--- config.mk ---
export PLATFORM = sky130hd
export DESIGN_NAME = sorted_list_table_top
export DESIGN_NICKNAME = d
export VERILOG_FILES = /design/src/rtl/sltb_pkg.sv /design/src/rtl/sltb_cell.sv /design/src/rtl/sltb_ctrl.sv /design/src/rtl/sorted_list_table_top.sv
export SDC_FILE = /design/constraint.sdc
export NUM_CORES = 2
export LEC_CHECK = 0
export BUFFER_PORTS_ARGS = -buffer_cell sky130_fd_sc_hd__buf_2
export CORE_MARGIN = 1.5
export CORE_UTILIZATION = 55
export DETAILED_ROUTE_END_ITERATION = 16
export PLACE_DENSITY = 0.74
export SLEW_MARGIN = 10
export SYNTH_ARGS = -nofsm -noshare
export SYNTH_HDL_FRONTEND = slang
export SYNTH_SLANG_ARGS = --single-unit
--- constraint.sdc ---
create_clock -name clock -period 4.9 [get_ports clock]
set_input_delay 0.49 -clock clock [delete_from_list [all_inputs] [get_ports clock]]
set_output_delay 0.49 -clock clock [all_outputs]
set_load 0.02 [all_outputs]
--- src/rtl/sltb_pkg.sv ---
// ----------------------------------------------------------------------------
// sltb_pkg: shared types and constants for the sorted list table
// Request/result payloads, operation and status codes, the cell command
// and the sequencer state type.
// ----------------------------------------------------------------------------
package sltb_pkg;

   localparam int DEPTH_DEFAULT = 16;

   typedef enum logic [1:0] {
      OP_INSERT = 2'd0,
      OP_REMOVE = 2'd1,
      OP_FIND   = 2'd2
   } op_type;

   typedef enum logic [1:0] {
      ST_OK        = 2'd0,
      ST_NOT_FOUND = 2'd1,
      ST_FULL      = 2'd2
   } status_type;

   typedef enum logic [1:0] {
      S_IDLE,
      S_LOAD,
      S_SCAN,
      S_DONE
   } state_type;

   typedef struct packed {
      op_type             opcode;
      logic signed [31:0] item_value;
   } req_type;

   typedef struct packed {
      status_type  status;
      logic [4:0]  position;
      logic [4:0]  entry_count;
      logic        is_empty;
   } rsp_type;

   // broadcast to every cell
   typedef struct packed {
      logic load;    // capture compare flags into the scan chain
      logic use_le;  // scan counts entries <= key (insert) instead of < key
      logic shift;   // move scan flags one cell toward cell 0
      logic ins_wr;  // open a slot and write the key
      logic rem_wr;  // close the gap at the first match
   } cell_cmd_type;

endpackage

--- src/rtl/sltb_cell.sv ---
// ----------------------------------------------------------------------------
// sltb_cell: one slot of the sorted table
// Holds one entry, compares it against the broadcast key, carries one stage
// of the rank/match scan chain and shifts entries on insert and remove.
// ----------------------------------------------------------------------------
module sltb_cell (
   input  logic                  clock,
   input  logic                  reset,
   input  sltb_pkg::cell_cmd_type cmd,
   input  logic signed [31:0]    key,
   input  logic                  occupied,
   input  logic signed [31:0]    left_entry,
   input  logic                  left_le,
   input  logic signed [31:0]    right_entry,
   input  logic                  right_rank,
   input  logic                  right_match,
   output logic signed [31:0]    entry,
   output logic                  le,
   output logic                  rank_flag,
   output logic                  match_flag
);

   logic signed [31:0] entry_ff, entry_in;
   logic               rank_ff, rank_in;
   logic               match_ff, match_in;
   logic               lt;
   logic               eq;

   assign lt = occupied && (entry_ff < key);
   assign le = occupied && (entry_ff <= key);
   assign eq = occupied && (entry_ff == key);

   always_comb begin
      entry_in = entry_ff;
      if (cmd.ins_wr && !le) begin
         // first cell past the insertion point takes the key
         entry_in = left_le ? key : left_entry;
      end else if (cmd.rem_wr && !lt) begin
         entry_in = right_entry;
      end
   end

   always_comb begin
      rank_in  = rank_ff;
      match_in = match_ff;
      if (cmd.load) begin
         rank_in  = cmd.use_le ? le : lt;
         match_in = eq;
      end else if (cmd.shift) begin
         rank_in  = right_rank;
         match_in = right_match;
      end
   end

   always_ff @(posedge clock) begin
      entry_ff <= entry_in;
   end

   always_ff @(posedge clock) begin
      if (reset) begin
         rank_ff  <= 1'b0;
         match_ff <= 1'b0;
      end else begin
         rank_ff  <= rank_in;
         match_ff <= match_in;
      end
   end

   assign entry      = entry_ff;
   assign rank_flag  = rank_ff;
   assign match_flag = match_ff;

endmodule

--- src/rtl/sltb_ctrl.sv ---
// ----------------------------------------------------------------------------
// sltb_ctrl: request sequencer for the sorted table
// Latches a request, runs the rank/match scan out of the cell chain, then
// commits the update, the entry count and the result register.
// ----------------------------------------------------------------------------
module sltb_ctrl #(
   parameter int DEPTH = sltb_pkg::DEPTH_DEFAULT,
   localparam int CW   = $clog2(DEPTH + 1),
   localparam int SW   = $clog2(DEPTH)
) (
   input  logic                   clock,
   input  logic                   reset,
   input  logic                   req_valid,
   output logic                   req_stall,
   input  sltb_pkg::req_type      req_data,
   output logic                   rsp_valid,
   input  logic                   rsp_stall,
   output sltb_pkg::rsp_type      rsp_data,
   input  logic                   head_rank,
   input  logic                   head_match,
   output sltb_pkg::cell_cmd_type cmd,
   output logic signed [31:0]     key,
   output logic [CW-1:0]          count
);

   localparam int OW = (CW > 5) ? CW : 5;

   sltb_pkg::state_type state_ff, state_in;
   sltb_pkg::req_type   req_ff, req_in;
   sltb_pkg::rsp_type   rsp_ff, rsp_in;
   logic                rsp_valid_ff, rsp_valid_in;
   logic [CW-1:0]       count_ff, count_in;
   logic [CW-1:0]       rank_ff, rank_in;
   logic                found_ff, found_in;
   logic [SW-1:0]       scan_ff, scan_in;
   logic                full;
   logic                finish;
   logic [OW-1:0]       pos_wide;
   logic [OW-1:0]       cnt_wide;

   assign full = (count_ff == CW'(DEPTH));

   always_comb begin
      state_in     = state_ff;
      req_in       = req_ff;
      rsp_in       = rsp_ff;
      count_in     = count_ff;
      rank_in      = rank_ff;
      found_in     = found_ff;
      scan_in      = scan_ff;
      cmd          = '0;
      cmd.use_le   = (req_ff.opcode == sltb_pkg::OP_INSERT);
      finish       = 1'b0;
      req_stall    = (state_ff != sltb_pkg::S_IDLE);
      pos_wide     = '0;
      cnt_wide     = '0;

      unique case (state_ff)
         sltb_pkg::S_IDLE: begin
            if (req_valid) begin
               req_in   = req_data;
               state_in = sltb_pkg::S_LOAD;
            end
         end
         sltb_pkg::S_LOAD: begin
            cmd.load = 1'b1;
            rank_in  = '0;
            found_in = 1'b0;
            scan_in  = '0;
            state_in = sltb_pkg::S_SCAN;
         end
         sltb_pkg::S_SCAN: begin
            // flags are monotone along the sorted chain, so a running sum is the rank
            cmd.shift = 1'b1;
            rank_in   = rank_ff + CW'(head_rank);
            found_in  = found_ff | head_match;
            scan_in   = scan_ff + SW'(1);
            if (scan_ff == SW'(DEPTH - 1)) begin
               state_in = sltb_pkg::S_DONE;
            end
         end
         sltb_pkg::S_DONE: begin
            if (!rsp_valid_ff || !rsp_stall) begin
               finish   = 1'b1;
               state_in = sltb_pkg::S_IDLE;
               rsp_in.status = sltb_pkg::ST_OK;
               unique case (req_ff.opcode)
                  sltb_pkg::OP_INSERT: begin
                     if (full) begin
                        rsp_in.status = sltb_pkg::ST_FULL;
                     end else begin
                        cmd.ins_wr = 1'b1;
                        pos_wide   = OW'(rank_ff);
                        count_in   = count_ff + CW'(1);
                     end
                  end
                  sltb_pkg::OP_REMOVE, sltb_pkg::OP_FIND: begin
                     if (found_ff) begin
                        pos_wide = OW'(rank_ff);
                        if (req_ff.opcode == sltb_pkg::OP_REMOVE) begin
                           cmd.rem_wr = 1'b1;
                           count_in   = count_ff - CW'(1);
                        end
                     end else begin
                        rsp_in.status = sltb_pkg::ST_NOT_FOUND;
                     end
                  end
                  default: begin
                  end
               endcase
               cnt_wide             = OW'(count_in);
               rsp_in.position      = pos_wide[4:0];
               rsp_in.entry_count   = cnt_wide[4:0];
               rsp_in.is_empty      = (count_in == '0);
            end
         end
         default: begin
            state_in = sltb_pkg::S_IDLE;
         end
      endcase

      rsp_valid_in = finish || (rsp_valid_ff && rsp_stall);
   end

   always_ff @(posedge clock) begin
      if (reset) begin
         state_ff     <= sltb_pkg::S_IDLE;
         rsp_valid_ff <= 1'b0;
         count_ff     <= '0;
         rank_ff      <= '0;
         found_ff     <= 1'b0;
         scan_ff      <= '0;
      end else begin
         state_ff     <= state_in;
         rsp_valid_ff <= rsp_valid_in;
         count_ff     <= count_in;
         rank_ff      <= rank_in;
         found_ff     <= found_in;
         scan_ff      <= scan_in;
      end
   end

   always_ff @(posedge clock) begin
      req_ff <= req_in;
      rsp_ff <= rsp_in;
   end

   assign rsp_valid = rsp_valid_ff;
   assign rsp_data  = rsp_ff;
   assign key       = req_ff.item_value;
   assign count     = count_ff;

   a_count_bound: assert property (@(posedge clock) disable iff (reset)
      count_ff <= CW'(DEPTH))
      else $error("entry count above table depth");

   a_accept_load: assert property (@(posedge clock) disable iff (reset)
      (req_valid && !req_stall) |=> (state_ff == sltb_pkg::S_LOAD))
      else $error("accepted transaction did not start a scan");

   a_scan_end: assert property (@(posedge clock) disable iff (reset)
      (state_ff == sltb_pkg::S_SCAN && scan_ff == SW'(DEPTH - 1))
      |=> (state_ff == sltb_pkg::S_DONE))
      else $error("scan did not end after last cell");

   a_rsp_src: assert property (@(posedge clock) disable iff (reset)
      $rose(rsp_valid_ff) |-> ($past(state_ff) == sltb_pkg::S_DONE))
      else $error("result raised outside completion");

endmodule

--- src/rtl/sorted_list_table_top.sv ---
// ----------------------------------------------------------------------------
// sorted_list_table_top: sorted table of signed 32-bit values
// Insert, remove and find over a chain of compare-and-shift cells.
// ----------------------------------------------------------------------------
// After a transaction is accepted, S_LOAD captures every cell's compare against
// the key, S_SCAN shifts the compare flags out of the cell chain into the rank
// counter, and S_DONE commits the shift and writes the result register. S_DONE
// waits while an earlier result is still held under rsp_stall. A new request is
// taken only in S_IDLE, once the previous one has committed, even while its
// result still waits under rsp_stall. Position and entry_count are reported
// modulo 32. Stored values come up undefined after reset; only slots below the
// entry count are ever compared.
module sorted_list_table_top #(
   parameter int DEPTH = sltb_pkg::DEPTH_DEFAULT
) (
   input  logic              clock,
   input  logic              reset,
   input  logic              req_valid,
   output logic              req_stall,
   input  sltb_pkg::req_type req_data,
   output logic              rsp_valid,
   input  logic              rsp_stall,
   output sltb_pkg::rsp_type rsp_data
);

   localparam int CW = $clog2(DEPTH + 1);

   sltb_pkg::cell_cmd_type cmd;
   logic signed [31:0]     key;
   logic [CW-1:0]          count;
   logic signed [31:0]     entry_w [DEPTH];
   logic                   le_w    [DEPTH];
   logic                   rank_w  [DEPTH];
   logic                   match_w [DEPTH];

   sltb_ctrl #(
      .DEPTH (DEPTH)
   ) u_ctrl (
      .clock      (clock),
      .reset      (reset),
      .req_valid  (req_valid),
      .req_stall  (req_stall),
      .req_data   (req_data),
      .rsp_valid  (rsp_valid),
      .rsp_stall  (rsp_stall),
      .rsp_data   (rsp_data),
      .head_rank  (rank_w[0]),
      .head_match (match_w[0]),
      .cmd        (cmd),
      .key        (key),
      .count      (count)
   );

   for (genvar i = 0; i < DEPTH; i++) begin : g_cell
      logic signed [31:0] left_entry;
      logic               left_le;
      logic signed [31:0] right_entry;
      logic               right_rank;
      logic               right_match;

      if (i == 0) begin : g_first
         // head of the table: an insert point here always takes the key
         assign left_entry = '0;
         assign left_le    = 1'b1;
      end else begin : g_mid
         assign left_entry = entry_w[i-1];
         assign left_le    = le_w[i-1];
      end

      if (i == DEPTH - 1) begin : g_last
         assign right_entry = '0;
         assign right_rank  = 1'b0;
         assign right_match = 1'b0;
      end else begin : g_inner
         assign right_entry = entry_w[i+1];
         assign right_rank  = rank_w[i+1];
         assign right_match = match_w[i+1];
      end

      sltb_cell u_cell (
         .clock       (clock),
         .reset       (reset),
         .cmd         (cmd),
         .key         (key),
         .occupied    (count > CW'(i)),
         .left_entry  (left_entry),
         .left_le     (left_le),
         .right_entry (right_entry),
         .right_rank  (right_rank),
         .right_match (right_match),
         .entry       (entry_w[i]),
         .le          (le_w[i]),
         .rank_flag   (rank_w[i]),
         .match_flag  (match_w[i])
      );
   end

endmodule
# After elaboration in Yosys (flattened, before gate mapping)

Index checks and enable logic that the tools add are counted.

Register bits: 609
Latch bits: 0
Memory bits (writable): 0
Bits in read-only memories: 0
Input bits: 38
Output and inout bits: 15
Word-level logic and storage cells: 438
Memories: 0

$add $sub $neg: 4
Multipliers: 0
Div/mod/pow operators: 0
Order comparisons: 48
Equal/unequal tests: 26
Shift operators: 0
Muxes and demuxes: 156
Bitwise logic cells: 1
Reductions and logical operators: 143

Operator list:

| operator                                                                        | count |
|---|---|
| 32-bit two-way mux                                                              | 47 |
| 32-bit == test                                                                  | 16 |
| 32-bit less-or-equal comparator                                                 | 16 |
| 32-bit < comparator                                                             | 16 |
| 1-bit two-way mux                                                               | 89 |
| 1-bit logical AND                                                               | 81 |
| 5-bit by 4-bit greater-than comparator with 1-bit output, second input constant | 8 |
| 2-bit nonzero test                                                              | 19 |
| 5-bit two-way mux                                                               | 7 |
| 1-bit zero test                                                                 | 34 |
| 5-bit case mux with 2 select lines                                              | 3 |
| 5-bit by 3-bit greater-than comparator with 1-bit output, second input constant | 4 |
| 2-bit two-way mux                                                               | 6 |
| 5-bit by 1-bit greater-than comparator with 1-bit output, second input constant | 2 |
| 5-bit by 2-bit greater-than comparator with 1-bit output, second input constant | 2 |
| 2-bit case mux with 4 select lines                                              | 1 |
| 4-bit case mux with 2 select lines                                              | 1 |
| 2-bit == test, second input constant                                            | 3 |
| 5-bit by 1-bit adder with 5-bit output                                          | 1 |
| 5-bit by 1-bit adder with 5-bit output, second input constant                   | 1 |
| 5-bit == test, second input constant                                            | 1 |
| 5-bit zero test                                                                 | 1 |
| 5-bit by 1-bit subtractor with 5-bit output, second input constant              | 1 |
| 4-bit by 1-bit adder with 4-bit output, second input constant                   | 1 |
| 12 further kinds                                                                | 17 |

# Longest topological paths before layout

Depth after elaboration: 9
Depth in mapped cells: 13
Gate-level depth less buffers: 10

# Modules after synthesis

From an unflattened synthesis, not the netlist that was laid out.

Cell total of the unflattened synthesis: 4,085
Area total of the unflattened synthesis: 48,355.1 um2

Modules (own cells, without submodules):

| module                | times used | cells an instance | area each (um2) | sequential area each (um2) |
|---|---|---|---|---|
| sltb_cell             | 16         | 239               | 2,832.7         | 1,001.0 |
| sltb_ctrl             | 1          | 232               | 2,881.5         | 1,771.7 |
| sorted_list_table_top | 1          | 29                | 150.1           | 0.0 |

# Least setup slack after synthesis

No wires, ideal clock.

Kind: register -> register
Start: reg u_ctrl.req_ff, in the netlist u_ctrl.key[10]
End: reg g_cell[2].u_cell.entry_ff[0] (enable)
Setup time: 0.466 ns
Data arrival time: 4.882 ns
Data required time: 4.434 ns
Path slack: -0.448 ns
Stages on the path, launching flop included: 12
Buffers on the path: 1
Period minus slack after synthesis: 5.348 ns
Path through: edfxtp_1 > clkbuf_1 > inv_1 > ha_1 > and4_1 > or4b_1 > a21o_1 > o211ai_1 > a21o_1 > mux2_2 > nor2_1 > o21ai_0

Word-level cells in the longest chain between the ends: 5
Elaborated cells on any way between the ends: 9
Those cells by class: order compare: 2; reduce/logical: 7

RTL lines:

| what                                                                          | line                             | RTL |
|---|---|---|
| start, declared                                                               | sltb_ctrl.sv:29                  | `sltb_pkg::req_type req_ff, req_in;` |
| start signal, assigned                                                        | sltb_ctrl.sv:144                 | `req_ff <= req_in;` |
| 32-bit < comparator / 32-bit less-or-equal comparator (equally long branches) | sltb_cell.sv:29, sltb_cell.sv:30 |  |
| 1-bit logical AND, on equally long branches                                   | sltb_cell.sv:29, sltb_cell.sv:30 |  |
| 1-bit zero test, on equally long branches                                     | sltb_cell.sv:38, sltb_cell.sv:35 |  |
| 1-bit logical AND, on equally long branches                                   | sltb_cell.sv:38, sltb_cell.sv:35 |  |
| 2-bit nonzero test (no source line) *                                         | -                                |  |
| end signal, assigned                                                          | sltb_cell.sv:56                  | `entry_ff <= entry_in;` |
| end, declared                                                                 | sltb_cell.sv:23                  | `logic signed [31:0] entry_ff, entry_in;` |

Every way passes the cells marked *; elsewhere a longest branch is shown, timed or not.
A chain may end at the register's enable or synchronous reset.

# Worst setup path after layout

Start: reg u_ctrl.req_ff, in the netlist u_ctrl.key[29]
End: reg g_cell[10].u_cell.entry_ff[9] (enable)

Word-level cells in the longest chain between the ends: 5
Elaborated cells on any way between the ends: 9
Those cells by class: order compare: 2; reduce/logical: 7

RTL lines:

| what                                                                          | line |
|---|---|
| 32-bit < comparator / 32-bit less-or-equal comparator (equally long branches) | sltb_cell.sv:29, sltb_cell.sv:30 |
| 1-bit logical AND, on equally long branches                                   | sltb_cell.sv:29, sltb_cell.sv:30 |
| 1-bit zero test, on equally long branches                                     | sltb_cell.sv:38, sltb_cell.sv:35 |
| 1-bit logical AND, on equally long branches                                   | sltb_cell.sv:38, sltb_cell.sv:35 |
| 2-bit nonzero test (no source line) *                                         | - |
| end signal, assigned                                                          | sltb_cell.sv:56 |
| end, declared                                                                 | sltb_cell.sv:23 |

Marked as above.

==> results.md <==
Run status:
- The run finished with clean final reports.

Synthesis:
- After Yosys synthesis, full adders, half adders and majority gates account for 15.46% of the synthesized area.
- After synthesis, the largest family of logic cells by area is compound AO/OA/AOI/OAI gates.
- The synthesized-area fraction occupied by and/or/nand/nor cells is approximately a tenth.
- Counting instances in the post-synthesis netlist gives the leading cell types as 559 x sky130_fd_sc_hd__edfxtp_1, 528 x sky130_fd_sc_hd__ha_1, 454 x sky130_fd_sc_hd__a21oi_1, 319 x sky130_fd_sc_hd__nor2_1, 286 x sky130_fd_sc_hd__mux2_2.
- The portion of synthesized area spent on multiplexers is roughly 13%.
- sky130_fd_sc_hd__edfxtp_1 takes more of the synthesized area than any other cell.
- Synthesis handed over a netlist of a little over 4000 instances.
- The area share of the leading cell type in the synthesized netlist is between 30% and 40%.
- The proportion of register bits with asynchronous set or reset after synthesis is 0%.
- Ranked by total cell area, the synthesized netlist is headed by sky130_fd_sc_hd__edfxtp_1 39%, sky130_fd_sc_hd__ha_1 15%, sky130_fd_sc_hd__mux2_2 7.5%, sky130_fd_sc_hd__a21oi_1 5.3%, sky130_fd_sc_hd__mux2i_1 4.3%.
- Among all cell types in the netlist, the one instantiated most often is sky130_fd_sc_hd__edfxtp_1.
- The average cell area after synthesis is 10.42 µm².
- In the synthesized netlist the dominant register cell turns out to be sky130_fd_sc_hd__edfxtp_1.
- The synthesized netlist net count is 4667.
- The post-synthesis xor/xnor area fraction is less than 1%.
- The synthesized cell area is approximately 43000 µm².
- The number of distinct library cells after synthesis is between 70 and 80.
- During synthesis, Yosys emitted a total of 0 warnings.
- The sequential area share after synthesis is 41.63%.
- The number of flops mapped to enable cells by yosys is 559.
- Summing the areas of all compound-gate instances in the mapped netlist gives approximately 17% of the synthesized area.
- Counting flops and latches in the post-synthesis netlist gives between 600 and 700.

Floorplanning:
- The core region is slightly below 80000 µm².
- The floorplan die area is 79370 µm².
- The die width is 281.7 µm.
- The starting utilization of the core area is 55.34%.
- The row count is around 100.
- The total I/O pin count is 53.
- From bottom edge to top edge, the die measures 281.7 µm.

Critical path:
- Traced cell by cell, the critical path runs through buf_4 > inv_1 > buf_4 > ha_1 > a21oi_1 > o21ai_0 > a211o_1 > a221oi_1 > nor4_1 > or2_2 > nor3_2 > o21bai_2 > buf_4.
- The cell family contributing the most delay on the critical path is compound AO/OA/AOI/OAI gates.
- The most frequent cell on the critical path is sky130_fd_sc_hd__buf_4.
- The cell with the biggest individual delay on the critical path is sky130_fd_sc_hd__a221oi_1.
- At the worst endpoint, the arrival time is between 5 and 6 ns.
- The endpoint required time on the critical path is just over 5 ns.
- Counting both buffers and inverters, the worst setup path holds a total of 4.
- The worst setup path is of the reg2reg kind.
- The delay of the slowest cell on the worst path is between 0.6 and 0.7 ns.
- The worst setup path is captured at a flip-flop.
- Of all nets on the critical path, the largest fanout is 32.
- The kind of start point of the critical path is a flip-flop.

Pwr:
- The leakage power is ~0.018 µW.
- Power spread over the standard cell area amounts to approximately 360 nW/µm².
- The total power draw is around 17000 µW.
- The worst supply voltage drop on vdd is approximately 0.00024 V.

Cells and area:
- The fill cell total of the finished layout is 6315.
- The net count reported at finish is 4684.
- The cell area after layout is around 47000 µm².
- Compared with the post-synthesis result, the final layout area differs by 9.910%.
- The final standard cell count with taps included and fillers excluded is 5212.
- Cells with a size suffix above 1 make up ~16% of the layout.

Timing:
- For the pin with the worst max-slew slack, the measured transition is ~1.2 ns.
- Setup repair after global routing left no endpoint under its margin.
- The worst clock skew is ~0.03 ns.
- The final setup violation count is 0.
- Adding up every negative setup slack in the final design gives 0 ns.
- The period utilization is between 90% and 100%.
- The worst pin sits at a relative slew slack of between 10% and 20%.
- The hold violation total from the final report was 0.
- For this run, the top clock speed supported by timing is 209.4 MHz.
- The time the worst path needs with I/O delays and setup is 4.777 ns.
- The final hold slack is 0.02835 ns.
- The count of final max-slew check failures is 0.

Clock network:
- In this run the number of H-tree levels came out at 3.
- In this run, post-CTS hold repair placed 0 buffers.
- The source-to-sink clock delay at the later pin of the worst-skew pair is between 0.6 and 0.7 ns.
- Once the clock tree was built, the setup fixing pass inserted 0 buffers.
- The quantity of gates resized following cts is 0.
- The clock transition at the register clock pins on the worst setup and hold paths after CTS is roughly 0.06 ns.
- The number of clock sinks seen by CTS is roughly 600.
- The TritonCTS clock tree is done.
- The clock passes through at most 3 buffers.
- The root buffer cell chosen for the clock tree is sky130_fd_sc_hd__clkbuf_16.
- The clock buffer count from CTS is 72.

Global route:
- The via count of the first global-routing pass is roughly 34000.
- The all-layer global routing usage is between 30% and 40%.
- The global route total overflow is 0.
- The first-pass GRT wire length is 199500 µm.
- The number of antenna violations at the first check in global routing came to 5.
- The largest net degree at the start of global routing is 67.

Route:
- The post-route DRC violation count is 0.
- After detailed routing, the number of vias per cell comes to just under 7.
- Summing over every cut layer, the via total after detailed routing is 35140.
- The number of nets with antenna violations after detailed routing is 0.
- The detailed router finished its first iteration with approximately 3900 violations.
- The mean routed wirelength per cell is roughly 25 µm.
- The final wirelength is between 100000 and 150000 µm.
- The first detailed-routing pass ran for 8 iterations.

Placed design:
- The instance area at placement is approximately 45000 µm².
- In this run, placement finished with an instance count of slightly above 5000.
- After legalization and detailed placement, the total HPWL measured slightly below 100000 µm.
- Port buffering added 52 buffers.
- The congestion estimate from routability-driven global placement came to 0.9487.

Min path:
- The class of the tightest hold or removal check is in2reg.

Flow run:
- The number of max-cap violations is 0.
## where the power goes
part	total, µW	internal, µW	switching, µW	leakage (µW)
sequential	6300	6050	247	0.00543
clock	5240	2950	2290	0.00109
combinational	5260	1840	3420	0.0118
## per-stage QoR
stage | utilization (%) | setup WS (ns)
after floorplan | - | 0.2454
after global placement | 57.92 | 0.4441
after detailed placement | 57.92 | 0.3627
after CTS | 60.79 | 0.3572
after global routing | 60.82 | 0.1144
final | 60.82 | 0.1234
## metal layers
metal | routed length, µm | vias to the layer above | track usage (%)
met5 | 13 | - | 0
met4 | 5913 | 2 | 14.34
met3 | 11180 | 360 | 4.549
met2 | 60230 | 1879 | 52.07
met1 | 53150 | 16950 | 43.85
li1 | - | 15950 | -
## kinds of logic (layout without fill, tap and decap cells)
group,Yosys count,after routing
AOI/OAI and AO/OA,1190,1190
and+or+nand+nor,924,924
DFF,609,609
adders and majority gates,528,528
muxes,497,497
buffers and inverters,346,414
xor gates and xnor gates,7,7
other,0,3
## layout make-up
cell class                      instances  area [µm²]  share of cell area (%)
Timing Repair Buffer                  204        1471                   3.133
Clock buffer                           97        2019                   4.300
Multi-Input combinational cell       3146       23860                   50.80
Inverter                               85       319.1                  0.6794
Sequential cell                       609       17790                   37.88
Antenna cell                            3       7.507                 0.01599
Clock inverter                         28       200.2                  0.4263
Tap cell                             1040        1301                   2.771
## path summary, 6_finish.rpt
path | from | to | slack [ns] | depth (start not counted)
worst min-delay path | req_data[25] | u_ctrl.key[25] | 0.03 | 1
worst max-delay path | u_ctrl.key[29] | g_cell[10].u_cell.entry[9] | 0.12 | 13
worst max register to register | u_ctrl.key[29] | g_cell[10].u_cell.entry[9] | 0.12 | 13
worst min register to register | g_cell[1].u_cell.rank_flag | g_cell[1].u_cell.rank_flag | 0.47 | 2
## cells in the final DEF, fill, tap and decap left out, types with 26 or more instances in the layout
cell type                   synthesis  layout
sky130_fd_sc_hd__a211oi_1          31      29
sky130_fd_sc_hd__a21o_1            91      90
sky130_fd_sc_hd__a21oi_1          454     445
sky130_fd_sc_hd__a31o_2            35      35
sky130_fd_sc_hd__a31oi_1          173     172
sky130_fd_sc_hd__buf_2             11      52
sky130_fd_sc_hd__buf_4              4     146
sky130_fd_sc_hd__clkbuf_16          0      75
sky130_fd_sc_hd__dfxtp_1           50      50
sky130_fd_sc_hd__edfxtp_1         559     559
sky130_fd_sc_hd__ha_1             528     527
sky130_fd_sc_hd__inv_1             85      85
sky130_fd_sc_hd__mux2_1            28      28
sky130_fd_sc_hd__mux2_2           286     286
sky130_fd_sc_hd__mux2i_1          183     182
sky130_fd_sc_hd__nand2_1          131     129
sky130_fd_sc_hd__nand3_1          155     154
sky130_fd_sc_hd__nand4_1          143     143
sky130_fd_sc_hd__nor2_1           319     312
sky130_fd_sc_hd__nor2b_1           26      26
sky130_fd_sc_hd__o21ai_0          275     273
## sequential cells by signal (all words and copies together) (netlist names)
signal and count:
g_cell.u_cell.entry 512, g_cell.u_cell.match_flag 16, g_cell.u_cell.rank_flag 16, u_ctrl.count 5, u_ctrl.found_ff 1, u_ctrl.key 32
u_ctrl.rank_ff 5, u_ctrl.req_ff 2, u_ctrl.rsp_data 13, u_ctrl.rsp_valid 1, u_ctrl.scan_ff 4, u_ctrl.state_ff 2
Note: power is estimated with default switching activity, not from simulation.
